File: src/rtl/core/swsplit_pkg.sv
`timescale 1ns / 1ps

package swsplit_pkg;

   // Character codes that steer the splitter.
   localparam logic [7:0] CH_SPACE  = 8'h20;
   localparam logic [7:0] CH_SQUOTE = 8'h27;
   localparam logic [7:0] CH_DQUOTE = 8'h22;
   localparam logic [7:0] CH_BSLASH = 8'h5C;

   // Default depth of the queue between front and back.
   localparam int SW_QUEUE_DEPTH = 4;

   typedef logic [7:0] char_type;

   // Class of a character as the front sees it.
   typedef enum logic [2:0] {
      CLS_OTHER  = 3'd0,
      CLS_SPACE  = 3'd1,
      CLS_SQUOTE = 3'd2,
      CLS_DQUOTE = 3'd3,
      CLS_BSLASH = 3'd4
   } class_type;

   // One classified character waiting for the back.
   typedef struct packed {
      char_type  ch;
      class_type cls;
      logic      last;
   } entry_type;

   // One finished result.
   typedef struct packed {
      char_type ch;
      logic     keep;
      logic     word_done;
      logic     line_done;
      logic     line_ok;
   } result_type;

   // Quoting state of the back, one-hot.
   typedef enum logic [4:0] {
      MODE_PLAIN  = 5'b00001,
      MODE_SINGLE = 5'b00010,
      MODE_DOUBLE = 5'b00100,
      MODE_ESC    = 5'b01000,
      MODE_DESC   = 5'b10000
   } mode_type;

endpackage

File: src/rtl/core/shell_word_splitter.sv
`timescale 1ns / 1ps

// Channel   Ports                                  Transfer when
// input     req_char_in, req_line_end, req_push    req_push && !req_full
// result    rsp_char_out .. rsp_line_ok, rsp_pop   rsp_pop && !rsp_empty
//
// One character per cycle sustained, with both sides free to stall.
// A result passes through the queue behind the classifier and then through
// the state machine's output register.
// Reset clears the quoting state and empties the queue and the output register.
// When the output stalls, the queue fills and req_full rises.

module shell_word_splitter #(
   parameter int QUEUE_DEPTH = swsplit_pkg::SW_QUEUE_DEPTH
) (
   input  logic                  clock,
   input  logic                  reset,
   input  swsplit_pkg::char_type req_char_in,
   input  logic                  req_line_end,
   input  logic                  req_push,
   output logic                  req_full,
   output swsplit_pkg::char_type rsp_char_out,
   output logic                  rsp_keep,
   output logic                  rsp_word_done,
   output logic                  rsp_line_done,
   output logic                  rsp_line_ok,
   output logic                  rsp_empty,
   input  logic                  rsp_pop
);
   import swsplit_pkg::*;

   entry_type  front_entry;
   entry_type  queue_entry;
   logic       queue_empty;
   logic       queue_pop;
   result_type result;
   logic       result_valid;

   // Front: classify each incoming character.
   swsplit_front u_front (
      .char_in  (req_char_in),
      .line_end (req_line_end),
      .entry    (front_entry)
   );

   // Queue between the classifier and the state machine.
   swsplit_queue #(
      .DEPTH (QUEUE_DEPTH)
   ) u_queue (
      .clock   (clock),
      .reset   (reset),
      .push    (req_push),
      .wr_data (front_entry),
      .full    (req_full),
      .pop     (queue_pop),
      .rd_data (queue_entry),
      .empty   (queue_empty)
   );

   // Back: quoting state machine and output register.
   swsplit_back u_back (
      .clock        (clock),
      .reset        (reset),
      .entry        (queue_entry),
      .entry_valid  (!queue_empty),
      .entry_take   (queue_pop),
      .result       (result),
      .result_valid (result_valid),
      .result_take  (rsp_pop)
   );

   assign rsp_empty     = !result_valid;
   assign rsp_char_out  = result.ch;
   assign rsp_keep      = result.keep;
   assign rsp_word_done = result.word_done;
   assign rsp_line_done = result.line_done;
   assign rsp_line_ok   = result.line_ok;

endmodule

File: src/rtl/core/swsplit_front.sv
`timescale 1ns / 1ps

module swsplit_front (
   input  swsplit_pkg::char_type  char_in,
   input  logic                   line_end,
   output swsplit_pkg::entry_type entry
);
   import swsplit_pkg::*;

   class_type cls;

   // Sort the incoming character into the classes that the back acts on.
   always_comb begin
      priority if (char_in == CH_SPACE) begin
         cls = CLS_SPACE;
      end else if (char_in == CH_SQUOTE) begin
         cls = CLS_SQUOTE;
      end else if (char_in == CH_DQUOTE) begin
         cls = CLS_DQUOTE;
      end else if (char_in == CH_BSLASH) begin
         cls = CLS_BSLASH;
      end else begin
         cls = CLS_OTHER;
      end
   end

   assign entry.ch   = char_in;
   assign entry.cls  = cls;
   assign entry.last = line_end;

endmodule

File: src/rtl/core/swsplit_queue.sv
`timescale 1ns / 1ps

module swsplit_queue #(
   parameter int DEPTH = swsplit_pkg::SW_QUEUE_DEPTH
) (
   input  logic                   clock,
   input  logic                   reset,
   input  logic                   push,
   input  swsplit_pkg::entry_type wr_data,
   output logic                   full,
   input  logic                   pop,
   output swsplit_pkg::entry_type rd_data,
   output logic                   empty
);
   import swsplit_pkg::*;

   localparam int PTR_W = (DEPTH > 1) ? $clog2(DEPTH) : 1;
   localparam int CNT_W = $clog2(DEPTH + 1);
   localparam logic [PTR_W-1:0] LAST_PTR = PTR_W'(DEPTH - 1);
   localparam logic [CNT_W-1:0] FULL_CNT = CNT_W'(DEPTH);

   entry_type        slot_ff [DEPTH];
   logic [PTR_W-1:0] wr_ptr_ff, wr_ptr_in;
   logic [PTR_W-1:0] rd_ptr_ff, rd_ptr_in;
   logic [CNT_W-1:0] count_ff, count_in;
   logic             do_push;
   logic             do_pop;

   assign full    = (count_ff == FULL_CNT);
   assign empty   = (count_ff == '0);
   assign do_push = push && !full;
   assign do_pop  = pop && !empty;
   assign rd_data = slot_ff[rd_ptr_ff];

   // Pointers wrap at the depth; the count tracks the fill level.
   always_comb begin
      wr_ptr_in = wr_ptr_ff;
      rd_ptr_in = rd_ptr_ff;
      count_in  = count_ff;
      if (do_push) begin
         wr_ptr_in = (wr_ptr_ff == LAST_PTR) ? '0 : wr_ptr_ff + 1'b1;
      end
      if (do_pop) begin
         rd_ptr_in = (rd_ptr_ff == LAST_PTR) ? '0 : rd_ptr_ff + 1'b1;
      end
      if (do_push && !do_pop) begin
         count_in = count_ff + 1'b1;
      end else if (do_pop && !do_push) begin
         count_in = count_ff - 1'b1;
      end
   end

   always_ff @(posedge clock) begin
      if (reset) begin
         wr_ptr_ff <= '0;
         rd_ptr_ff <= '0;
         count_ff  <= '0;
      end else begin
         wr_ptr_ff <= wr_ptr_in;
         rd_ptr_ff <= rd_ptr_in;
         count_ff  <= count_in;
      end
   end

   // Storage needs no reset.
   always_ff @(posedge clock) begin
      if (do_push) begin
         slot_ff[wr_ptr_ff] <= wr_data;
      end
   end

endmodule

File: src/rtl/core/swsplit_back.sv
`timescale 1ns / 1ps

module swsplit_back (
   input  logic                    clock,
   input  logic                    reset,
   input  swsplit_pkg::entry_type  entry,
   input  logic                    entry_valid,
   output logic                    entry_take,
   output swsplit_pkg::result_type result,
   output logic                    result_valid,
   input  logic                    result_take
);
   import swsplit_pkg::*;

   mode_type   mode_ff, mode_in;
   logic       word_ff, word_in;
   result_type out_ff, out_in;
   logic       out_valid_ff, out_valid_in;
   mode_type   step_mode;
   logic       step_word;
   logic       keep;
   logic       done;
   logic       ok;

   // Take the next entry whenever the output register is free or drains now.
   assign entry_take   = entry_valid && (!out_valid_ff || result_take);
   assign result       = out_ff;
   assign result_valid = out_valid_ff;

   // Quoting state machine for one character.
   always_comb begin
      step_mode = mode_ff;
      step_word = word_ff;
      keep      = 1'b0;
      done      = 1'b0;
      unique case (mode_ff)
         MODE_SINGLE: begin
            if (entry.cls == CLS_SQUOTE) begin
               step_mode = MODE_PLAIN;
            end else begin
               keep = 1'b1;
            end
         end
         MODE_DOUBLE: begin
            if (entry.cls == CLS_DQUOTE) begin
               step_mode = MODE_PLAIN;
            end else if (entry.cls == CLS_BSLASH) begin
               step_mode = MODE_DESC;
            end else begin
               keep = 1'b1;
            end
         end
         MODE_ESC: begin
            keep      = 1'b1;
            step_mode = MODE_PLAIN;
         end
         MODE_DESC: begin
            keep      = 1'b1;
            step_mode = MODE_DOUBLE;
         end
         default: begin
            step_mode = MODE_PLAIN;
            if (entry.cls == CLS_SPACE) begin
               done      = word_ff;
               step_word = 1'b0;
            end else if (entry.cls == CLS_SQUOTE) begin
               step_mode = MODE_SINGLE;
            end else if (entry.cls == CLS_DQUOTE) begin
               step_mode = MODE_DOUBLE;
            end else if (entry.cls == CLS_BSLASH) begin
               step_mode = MODE_ESC;
            end else begin
               keep = 1'b1;
            end
         end
      endcase
      if (keep) begin
         step_word = 1'b1;
      end
      // The last character closes the line and restores the idle state.
      ok = entry.last && (step_mode == MODE_PLAIN);
      if (ok && step_word) begin
         done = 1'b1;
      end
      if (entry.last) begin
         step_mode = MODE_PLAIN;
         step_word = 1'b0;
      end
   end

   // State and output register updates.
   always_comb begin
      mode_in      = mode_ff;
      word_in      = word_ff;
      out_in       = out_ff;
      out_valid_in = out_valid_ff && !result_take;
      if (entry_take) begin
         mode_in          = step_mode;
         word_in          = step_word;
         out_in.ch        = keep ? entry.ch : '0;
         out_in.keep      = keep;
         out_in.word_done = done;
         out_in.line_done = entry.last;
         out_in.line_ok   = ok;
         out_valid_in     = 1'b1;
      end
   end

   always_ff @(posedge clock) begin
      if (reset) begin
         mode_ff      <= MODE_PLAIN;
         word_ff      <= 1'b0;
         out_valid_ff <= 1'b0;
      end else begin
         mode_ff      <= mode_in;
         word_ff      <= word_in;
         out_valid_ff <= out_valid_in;
      end
   end

   always_ff @(posedge clock) begin
      out_ff <= out_in;
   end

endmodule
File: config.mk
export PLATFORM = sky130hd
export DESIGN_NAME = shell_word_splitter
export DESIGN_NICKNAME = d
export VERILOG_FILES = /design/src/rtl/core/swsplit_pkg.sv /design/src/rtl/core/shell_word_splitter.sv /design/src/rtl/core/swsplit_front.sv /design/src/rtl/core/swsplit_queue.sv /design/src/rtl/core/swsplit_back.sv
export SDC_FILE = /design/constraint.sdc
export NUM_CORES = 1
export LEC_CHECK = 0
export BUFFER_PORTS_ARGS = -buffer_cell sky130_fd_sc_hd__buf_2
export CAP_MARGIN = 20
export CORE_MARGIN = 8
export CORE_UTILIZATION = 40
export DETAILED_ROUTE_END_ITERATION = 10
export GPL_TIMING_DRIVEN = 0
export SLEW_MARGIN = 20
export SYNTH_ARGS = -nofsm -noshare
export SYNTH_HDL_FRONTEND = slang
export SYNTH_HIERARCHICAL = 1
export SYNTH_SLANG_ARGS = --single-unit
File: constraint.sdc
create_clock -name clock -period 3.2 [get_ports clock]
set_input_delay 0.32 -clock clock [delete_from_list [all_inputs] [get_ports clock]]
set_output_delay 0.32 -clock clock [all_outputs]
set_load 0.02 [all_outputs]
### Word level (Yosys, flattened, before mapping)

Memory sizes are Yosys's and may differ from the RTL's. A register that Yosys moved wholly into a read port is not among the register bits.
Index checks and enable logic that the tools add are counted.

* input bits: 13
* flip-flop bits (word level): 26
* output and inout bits: 14
* logic and storage cells: 85
* memory bits (writable): 48
* memories: 1

Memory list
* u_queue.slot_ff: words 4, bits a word 12, rd ports 1, clocked after Yosys merged registers in 1, write ports 1, RTL line swsplit_queue.sv:22 `entry_type slot_ff [DEPTH];`

* equal/unequal tests: 16
* add/sub/neg operators: 4
* reduce and logical (&&, ||, !) cells: 19
* multiplexer cells: 34

Operators by type and width (count)
* 5-bit 2-to-1 mux: 7
* 8-bit by 6-bit equality test with 1-bit output, second input constant: 3
* 5-bit one-hot mux with 4 select lines: 1
* 3-bit 2-to-1 mux: 6
* 1-bit 2-to-1 mux: 14
* 8-bit by 7-bit equality test with 1-bit output, second input constant: 1
* 1-bit logical AND: 8
* 2-bit 2-to-1 mux: 4
* 3-bit by 2-bit equality test with 1-bit output, second input constant: 2
* 3-bit equality test, second input constant: 2
* 1-bit zero test: 6
* 5-bit by 1-bit equality test with 1-bit output, second input constant: 1
* 5-bit by 2-bit equality test with 1-bit output, second input constant: 1
* 5-bit by 3-bit equality test with 1-bit output, second input constant: 1
* 5-bit by 4-bit equality test with 1-bit output, second input constant: 1
* 5-bit equality test, second input constant: 1
* 2-bit by 1-bit adder with 2-bit output, second input constant: 2
* 2-bit equality test, second input constant: 2
* 4-bit 2-to-1 mux: 1
* 4-bit OR reduction: 1
* 3-bit by 1-bit adder with 3-bit output, second input constant: 1
* 3-bit by 1-bit equality test with 1-bit output, second input constant: 1
* 3-bit zero test: 1
* 1-bit one-hot mux with 3 select lines: 1
* 4 further kinds: 4

### Longest topological paths before layout

* word-level depth: 9
* mapped depth: 11
* gate-level depth less buffers: 11

### Modules after synthesis

The synthesis kept the hierarchy.

By module, submodules not included
* swsplit_queue: times used 1, cells an instance 112, area an instance 2218.4 sq um, sequential area each 1621.6 sq um
* swsplit_back: times used 1, cells an instance 106, area an instance 1021.0 sq um, sequential area each 500.5 sq um
* swsplit_front: times used 1, cells an instance 18, area an instance 137.6 sq um, sequential area each 0.0 sq um
* shell_word_splitter: times used 1, cells an instance 2, area an instance 7.5 sq um, sequential area each 0.0 sq um

### Worst setup path after synthesis

No wires, ideal clock.

* kind: reg2reg
* from: register u_queue.count_ff[1]
* to: register u_queue.count_ff[2]
* stages on the path, launching flop included: 12
* arrival time: 2.470 ns
* buffers on the path: 0
* slack: 0.660 ns
* library setup time: 0.070 ns
* data required time: 3.130 ns
* period minus slack after synthesis: 2.540 ns
* path through: dfxtp_1 -> nor3_1 -> inv_1 -> nand2_1 -> inv_1 -> o31ai_2 -> ha_1 -> inv_1 -> fa_1 -> xor2_1 -> or3_2 -> a21oi_1

* longest elaborated chain between the ends: 7
* elaborated cells on any way between the ends: 16
* those cells by class: add/sub (2); eq/ne (1); mux (2); reduce/logical (11)

Ends and longest elaborated chain
* from (decl): RTL line swsplit_queue.sv:25 `logic [CNT_W-1:0] count_ff, count_in;`
* from (signal assigned): RTL line swsplit_queue.sv:61 `count_ff <= count_in;`
* 3-bit zero test *: RTL line swsplit_queue.sv:30 `assign empty = (count_ff == '0);`
* net queue_empty: RTL line shell_word_splitter.sv:34 `logic queue_empty;`
* 1-bit zero test *: RTL line shell_word_splitter.sv:65 `.entry_valid (!queue_empty),`
* 1-bit logical AND *: RTL line swsplit_back.sv:26 `assign entry_take = entry_valid && (!out_valid_ff || result_take);`
* net queue_pop: RTL line shell_word_splitter.sv:35 `logic queue_pop;`
* 1-bit logical AND *: RTL line swsplit_queue.sv:32 `assign do_pop = pop && !empty;`
* 1-bit zero test: RTL line swsplit_queue.sv:46 `if (do_push && !do_pop) begin`
* 1-bit logical AND: RTL line swsplit_queue.sv:46
* 3-bit 2-to-1 mux or 2-bit nonzero test (tied branches)

The timed path passes the listed nets; every way through them passes the cells marked *. The select of a mux whose other input is x is not followed.
A chain may end at the register's enable or synchronous reset.

### Final worst setup path

Ends and elaborated chain as after synthesis.

==> results.toml <==
[outcome]
status = "finished, final reports clean"

[clock_tree]
cts.hold.buffers_added = 0
clk_path_buf_depth = 2
root_buffer = "clkbuf_8"
cts-resized-gates = 0
htreeDepth = 3
clkSinkCount = 76
clk_pin_slew_ns = 0.08
clock_latency_ns = 0.34
post-cts-setup-buffer-count = 0
cts_tree = "yes"
cts_made_buffers = 9

[global_routing]
grt_max_degree = 16
grt_usage_pct = 11.2
grt-ovfl-total = 0
antenna_found_initial = 0
grt_pass1_vias = 2033
grt_pass1_wl_mm = 10.1

[worst_setup_path]
rr_startpoint = "u_queue/count_ff[1]"
cp_cell_sequence = "nor3_1 -> inv_1 -> nand2_1 -> inv_1 -> o31ai_2 -> ha_1 -> inv_1 -> fa_1 -> xor2_1 -> or3_2 -> a21oi_1"
crit_slowest_cell = "or3_2"
cp_common_cell = "inv_1"
crit_fanout = 15
crit_path_start_kind = "flop"
critPathCaptureType = "flop"
critPathKind = "flop to flop"
arrival_ns = 3.19
slowest_delay_ns = 0.40
r2r_slack_ns = 0.28
cp.required_ns = 3.47
r2r-end = "u_queue/count_ff[2]"
worst_r2r_path_depth = 11

[routing]
post_drt_via_cell_ratio = 5.21
dr.pass1.iters = 4
routed_wl_mm = 6.17
drtIter0Drc = 65
drcViolationCount = 0
wl_per_cell_um = 16.1
vias = 1996
ant_nets = 0

[final_layout]
fillers = 748
stdcell_area_um2 = 3800
layout-drive-gt1-share_pct = 27.0
diodes = 0
final_util_pct = 46.2
multi_input_area_um2 = 1090
nets = 294
area_delta_synth_final_pct = 12.2
seqCellArea_um2 = 2120
instances_no_fill = 383

[timing]
fin_skew_ns = 0.00709
slew_headroom_pct = 56.3
rsz0062_at_grt = "no"
hold_violations = 0
slew_viol_final = 0
fmax_ghz = 0.342
tightest_slew_ns = 0.656
period_share_pct = 91.3
worst_slack_ns = 0.278
setup_tns_ns = 0
fin_crit_ns = 2.92
setup_viol = 0
holdWs_ns = 0.192

[synthesis]
synthesis.nets = 258
ys_warn_count = 6
ys_seq_elements = 76
netlist_instances = 238
syn_area_um2 = 3380
ys_seq_area_share_pct = 62.7
yosysUniqueCellTypes = 52
async_reset_ff_share_pct = 0
synthFlopType = "edfxtp_1"
avgSynthCellArea_um2 = 14.2
synth_edf_count = 60

[hold_path]
hold_start = "req_line_end"
worstHoldPathType = "primary input to flop"
hold_depth = 1
hold_path_end = "u_queue/slot_ff[2][0]"

[place]
dpl_cell_area_um2 = 3640
place_inst = 368
pre_cts_ws_ns = 0.289
io_buffers = 25
place_hpwl_mm = 4.12
gp_congestion = 0.814

[run]
maxCapViolations = 0

[floorplan]
core_area_um2 = 8220
die_x_um = 108
die_area_um2 = 11700
initial_core_util_pct = 41.2
row_count = 33
io_pins = 27
die_h_um = 108

[power]
power.density_nw_per_um2 = 825
leakage_nw = 1.36
p_total_mw = 3.13
ir_worst_vdd_mv = 0.260
-- worst max-delay path by stage --
stage	depth (start not counted)	slack (ns)	end	start
2_1_floorplan	11	0.66	u_queue/count_ff[2]	u_queue/count_ff[1]
3_3_place_gp	11	0.31	u_queue/count_ff[2]	u_queue/count_ff[0]
3_5_place_dp	11	0.29	u_queue/count_ff[2]	u_queue/count_ff[0]
4_1_cts	11	0.26	u_queue/count_ff[2]	u_queue/count_ff[0]
5_1_grt	11	0.07	u_queue/count_ff[2]	u_queue/count_ff[1]
6_report	11	0.28	u_queue/count_ff[2]	u_queue/count_ff[1]
-- cells by family (layout without fill, tap and decap cells) --
kind of cell	Yosys count	count (layout)	synth area share (%)
AO/OA/AOI/OAI	28	28	5.91
buffers and inverters	29	69	4.99
adder cells (fa/ha/maj)	7	7	2.81
multiplexers	14	14	8.58
flip-flops	76	76	62.7
XOR/XNOR	5	5	1.29
AND/OR/NAND/NOR	79	79	13.7
-- state kept, by name, indices dropped and copies added (netlist names), named ones only --
name	cells
u_back/result_valid	1
u_back/result	12
u_queue/wr_ptr_ff	2
u_queue/rd_ptr_ff	2
u_back/mode_ff	5
u_back/word_ff	1
u_queue/count_ff	3
u_queue/slot_ff	48
-- metal layers --
layer | up-vias | routed length [um] | track usage, %
met3 | 6 | 304 | 2.97
li1 | 961 | - | -
met2 | 35 | 2860 | 17.2
met5 | - | 0 | 0
met1 | 994 | 2900 | 14.2
met4 | 0 | 96 | 6.34
-- report_power, final --
part           switching [mW]  total (mW)  internal, mW
registers              0.0856        1.41          1.33
clock network           0.335       0.609         0.274
logic                   0.645        1.11         0.467
total                    1.07        3.13          2.07
-- placed cells by master, fill, tap and decap left out, drive strengths merged, types with 2 or more instances in the layout --
| cell | synthesis | layout |
|---|---|---|
| nand3 | 5 | 5 |
| edfxtp | 60 | 60 |
| nand2b | 4 | 4 |
| clkbuf | 3 | 13 |
| o311ai | 2 | 2 |
| o21ai | 5 | 5 |
| nor3 | 5 | 5 |
| mux4 | 12 | 12 |
| nor2 | 16 | 16 |
| a21oi | 10 | 10 |
| xor2 | 3 | 3 |
| xnor2 | 2 | 2 |
| nor3b | 4 | 4 |
| nand2 | 6 | 6 |
| and3 | 6 | 6 |
| o31ai | 2 | 2 |
| and2 | 9 | 9 |
| or3 | 4 | 4 |
| inv | 9 | 10 |
| nand3b | 2 | 2 |
| mux2i | 2 | 2 |
| or4 | 2 | 2 |
| a22oi | 2 | 2 |
| dfxtp | 16 | 16 |
| nor4 | 6 | 6 |
| nor2b | 4 | 4 |
| buf | 16 | 41 |
| clkinv | 1 | 4 |
| ha | 6 | 6 |
-- worst max-delay path: cells and delay by family, from the launching register on --
kind                       cells  cell delay, ns
adders and majority gates      2            0.63
DFF                            1            0.37
AOI/OAI and AO/OA              2            0.37
xor gates and xnor gates       1            0.18
and+or+nand+nor                3            0.83
buffers and inverters          3            0.47
-- synthesized netlist by cell type (4+ instances only) --
cell | n | area (um2)
a21oi_1 | 10 | 50.1
and2_1 | 9 | 56.3
and3_2 | 4 | 30.0
buf_4 | 12 | 90.1
dfxtp_1 | 16 | 320
edfxtp_1 | 60 | 1800
ha_1 | 6 | 75.1
inv_1 | 9 | 33.8
mux4_2 | 12 | 270
nand2_1 | 6 | 22.5
nand2b_1 | 4 | 25.0
nand3_1 | 5 | 25.0
nor2_1 | 15 | 56.3
nor2b_1 | 4 | 25.0
nor3_1 | 5 | 25.0
nor3b_1 | 4 | 30.0
nor4_1 | 5 | 31.3
-- cell type report --
cell class | count | share of cell area, %
multi-input cells | 133 | 28.8
flip-flops and latches | 76 | 55.9
inverters | 10 | 1.12
plain buffers | 19 | 3.33
repair buffers | 25 | 3.29
well taps | 105 | 3.46
clock buffers | 10 | 3.36
clock inverters | 5 | 0.758
Power figures use the tool's default switching activity.
